==> src/hdl/cmm_pkg.sv <==
// ---------------------------------------------------------------------------
// cmm_pkg
// types and helpers shared by the caseless multi-pattern matcher
// ---------------------------------------------------------------------------
package cmm_pkg;

   typedef enum logic [1:0] {
      CMD_MSG = 2'd0,
      CMD_PAT = 2'd1,
      CMD_END = 2'd2,
      CMD_CLR = 2'd3
   } cmd_type;

   typedef struct packed {
      cmd_type    cmd;
      logic [7:0] data;
      logic       last;
   } item_type;

   typedef enum logic [1:0] {
      ST_IDLE,
      ST_SCAN,
      ST_DONE
   } state_type;

   function automatic logic [7:0] fold_byte(input logic [7:0] b);
      if (b >= 8'h41 && b <= 8'h5a) begin
         return b + 8'h20;
      end
      return b;
   endfunction

endpackage

==> src/hdl/cmm_front.sv <==
// ---------------------------------------------------------------------------
// cmm_front
// accepts requests, decodes and folds them, and queues them for the back end
// ---------------------------------------------------------------------------
module cmm_front (
   input  logic              clock,
   input  logic              reset,
   input  logic              req_start,
   input  logic [1:0]        req_mode,
   input  logic [7:0]        req_data_byte,
   input  logic              req_last,
   output logic              busy,
   output logic              q_empty,
   output cmm_pkg::item_type q_head,
   input  logic              q_pop
);
   import cmm_pkg::*;

   item_type   entry_ff [2];
   logic       wr_ptr_ff, wr_ptr_in;
   logic       rd_ptr_ff, rd_ptr_in;
   logic [1:0] cnt_ff, cnt_in;
   logic       push;
   item_type   item_in;

   always_comb begin
      item_in.cmd  = cmd_type'(req_mode);
      item_in.data = fold_byte(req_data_byte);
      item_in.last = req_last;
   end

   assign busy    = (cnt_ff == 2'd2);
   assign q_empty = (cnt_ff == 2'd0);
   assign q_head  = entry_ff[rd_ptr_ff];
   assign push    = req_start && !busy;

   always_comb begin
      wr_ptr_in = push ? !wr_ptr_ff : wr_ptr_ff;
      rd_ptr_in = q_pop ? !rd_ptr_ff : rd_ptr_ff;
      cnt_in    = cnt_ff + (push ? 2'd1 : 2'd0) - (q_pop ? 2'd1 : 2'd0);
   end

   always_ff @(posedge clock) begin
      if (reset) begin
         wr_ptr_ff <= 1'b0;
         rd_ptr_ff <= 1'b0;
         cnt_ff    <= 2'd0;
      end else begin
         wr_ptr_ff <= wr_ptr_in;
         rd_ptr_ff <= rd_ptr_in;
         cnt_ff    <= cnt_in;
      end
      if (push) begin
         entry_ff[wr_ptr_ff] <= item_in;
      end
   end

endmodule

==> config.mk <==
export PLATFORM = sky130hd
export DESIGN_NAME = cmm_front
export DESIGN_NICKNAME = d
export VERILOG_FILES = /design/src/hdl/cmm_pkg.sv /design/src/hdl/cmm_front.sv
export SDC_FILE = /design/constraint.sdc
export NUM_CORES = 1
export LEC_CHECK = 0
export BUFFER_PORTS_ARGS = -buffer_cell sky130_fd_sc_hd__buf_2
export CORE_MARGIN = 1
export CORE_UTILIZATION = 30
export CTS_CLUSTER_DIAMETER = 40
export CTS_CLUSTER_SIZE = 30
export DETAILED_ROUTE_END_ITERATION = 10
export PLACE_DENSITY = 0.52
export SYNTH_ARGS = -nofsm -noshare
export SYNTH_HDL_FRONTEND = slang
export SYNTH_SLANG_ARGS = --single-unit
==> constraint.sdc <==
create_clock -name clock -period 1.7 [get_ports clock]
set_input_delay 0.255 -clock clock [delete_from_list [all_inputs] [get_ports clock]]
set_output_delay 0.255 -clock clock [all_outputs]
set_load 0.02 [all_outputs]
==> results.md <==
* Vias at 661
* Hold/Removal Path Class: in2reg
* Max Slew Vio Count at 0
* Nets at 124
* Flop2flop setup slack at 0.20 ns
* Worst Setup End Kind: output pin
* Measured slew at the worst slew-check pin at 0.258 ns
* Setup_tns at 0 ns
* Core Rows at 21
* Mean post-synth cell area at 15.4 um^2
* Compound-Gate Fraction of Synth Area at 4.91%
* Area contributors post-synth: edfxtp_1 (60%), mux2_2 (11%), dfxtp_1 (9.1%)
* LEAKAGE at 0.540 nW
* Main combinational cell family by area after synthesis: multiplexers
* Area Overhead vs Synth at 22.7%
* Synth top area share at 60.3%
* TritonCTS Buffers at 3
* Crit Path Class: reg2out
* Cts hold-fix bufs at 0
* Vias in the first global route at 659
* Number of detailed-route iterations in the first pass at 4
* Grt total ovfl at 0
* Avg WL per Cell at 11.6 um
* First-pass GRT wire length at 2970 um
* Seq/Total Area, Yosys at 69.5%
* DR iter-0 viols at 11
* Reg-to-reg endpoint: cnt_ff[1]
* Worst flop-to-flop path startpoint: cnt_ff[0]
* Hold EP: entry_ff[0][9]
* Max clock buf depth at 2
* Initial antenna violation count at 0
* Max_cap viols at 0
* Setup WS post-layout at 0.107 ns
* R2R depth at 8
* Dpl hpwl at 1280 um
* Post-Synth Adder-Cell Area at 3.43%
* H-tree depth at 1
* Synthesized area at 0.00109 mm^2
* RePlAce Congestion at 0.693
* Total GRT Usage at 10.2%
* Synth warn at 0
* Clock Pin Slew Worst Setup and Hold Paths at 0.14 ns
* Pwr dens at 1050 mW/mm^2
* ANT cells at 0
* Status: finished clean
* Port Buffers at 27
* Final period util at 93.7%
* Drt drc at 0
* Die H at 62.4 um
* Endpoints failing setup at 0
* Root Buffer: clkbuf_4
* Final Hold Vio Count at 0
* Placeable Area at 0.00342 mm^2
* Full die area at 0.00390 mm^2
* Max-slew headroom at 82.7%
* Count of clock tree sinks at 27
* Synth cell types at 23
* Max IR drop VDD at 474 uV
* I/O Pins at 28
* Clock Latency Late Sink at 0.32 ns
* FF+latch count, synth at 27
* Xor/xnor share of the synthesized area at 1.60%
* Place WS at 0.187 ns
* Minimum clock period at 1.59 ns
* Skew final at 0.00465 ns
* Hold path depth at 1
* Initial Util at 32.1%
* CP startpoint kind: register
* Crit path DAT at 1.34 ns
* Largest net degree at the start of global routing at 17
* Mux cell area share after synthesis at 11.3%
* Die W at 62.4 um
* Via/cell ratio at 4.38
* Synth area leader: edfxtp_1
* Layout cells sized above 1 at 46.7%
* Simple-Gate Fraction of Synth Area at 7.09%
* DRT Wirelength at 1760 um
* Unrepaired setup endpoints after global routing: no
* Mapped Cells at 71
* Crit path max fanout at 6
* Hold path start: req_mode[0]
* Max Freq at 0.628 GHz
* CTS tree: built
* Routed Antenna Nets at 0
* Critical Path RT at 1.44 ns
* Post-synthesis net count at 89
==> worst max-delay path: stages, from the launching register on <==
cell and delay [ns]:
dfxtp_1 0.35, buf_4 0.16, mux2_2 0.35, buf_2 0.16
==> synthesized netlist by cell type <==
cell,count
nand2_1,4
nor2_1,4
o21bai_1,1
inv_1,5
buf_2,1
nor2b_1,1
or4_4,1
xor2_1,1
o41a_1,1
mux2_2,11
dfxtp_1,5
edfxtp_1,22
o22ai_2,1
ha_1,3
xnor2_1,1
nand2b_1,1
a21oi_1,2
or3_1,1
o31ai_1,1
and3_1,1
and2_1,1
nor3_1,1
o21ai_0,1
==> final cells by class <==
cell class | instances | area (um^2)
multi-input combinational | 38 | 310
inverter | 5 | 18.8
clock buffer | 3 | 22.5
timing repair buffer | 31 | 165
tap | 46 | 57.6
sequential | 27 | 762
fill | 345 | 2070
clock inverter | 1 | 7.51
==> report_power, final <==
part           internal [W]  total, W  switching, W
Combinational      0.000135  0.000323      0.000188
Clock             0.0000899  0.000272      0.000182
Sequential         0.000795  0.000816     0.0000217
Total               0.00102   0.00141      0.000392
==> kinds of logic (layout without fill, tap and decap cells) <==
kind of cell / Yosys count / in the layout
fa+ha+maj: 3 / 3
flops: 27 / 27
compound gates: 7 / 7
simple gates: 15 / 15
mux: 11 / 11
buf+inv: 6 / 40
xor+xnor: 2 / 2
==> metal layers <==
metal / global-route usage [%] / share of wire [%] / up-vias
met2: 16.6 / 50 / 20
met3: 4.01 / 5.2 / 2
met5: 0 / 0 / -
met1: 12.7 / 44 / 312
met4: 2.62 / 0.63 / 0
li1: - / - / 327
==> per-stage QoR <==
step	util (%)	hold slack (ns)	power [W]	instance area, um^2	instances
6_report	39.3	0.115	0.00141	1340	151
5_1_grt	39.3	0.0839	0.00150	1340	151
4_1_cts	39.3	0.103	0.00143	1340	151
3_5_place_dp	38.4	0.454	0.00116	1310	147
3_3_place_gp	38.4	0.449	0.00115	1310	147
2_1_floorplan	-	0.324	0.00104	1090	71
==> flip-flops by register name, summed over array words and instances, names as in the netlist, named ones only <==
register,cells
entry_ff,22
cnt_ff,2
rd_ptr_ff,1
wr_ptr_ff,1
==> repair_timing <==
item | 4_1_cts | 5_1_grt
endpoints found under the setup margin | 0 | 1
resized for setup | 0 | 1
setup buffers | 0 | 0
==> worst max-delay path by stage <==
stage	to	from	slack, ns	cells after the start
floorplan	entry_ff[0][0]	cnt_ff[0]	0.21	4
global placement	entry_ff[0][6]	req_data_byte[1]	0.20	4
detailed placement	entry_ff[0][6]	req_data_byte[1]	0.19	4
CTS	q_head[10]	register	0.09	3
global route	cnt_ff[1]	cnt_ff[0]	0.01	8
finish	q_head[10]	register	0.11	3
==> cells in the final DEF, fill, tap and decap left out, types with 2 or more instances in the layout <==
cell	Yosys	routed
buf_2	1	27
mux2_2	11	11
nand2_1	4	4
inv_1	5	5
nor2_1	4	4
buf_4	0	4
edfxtp_1	22	22
a21oi_1	2	2
dfxtp_1	5	4
ha_1	3	3
clkbuf_4	0	3
(Power assumes the default switching activity.)
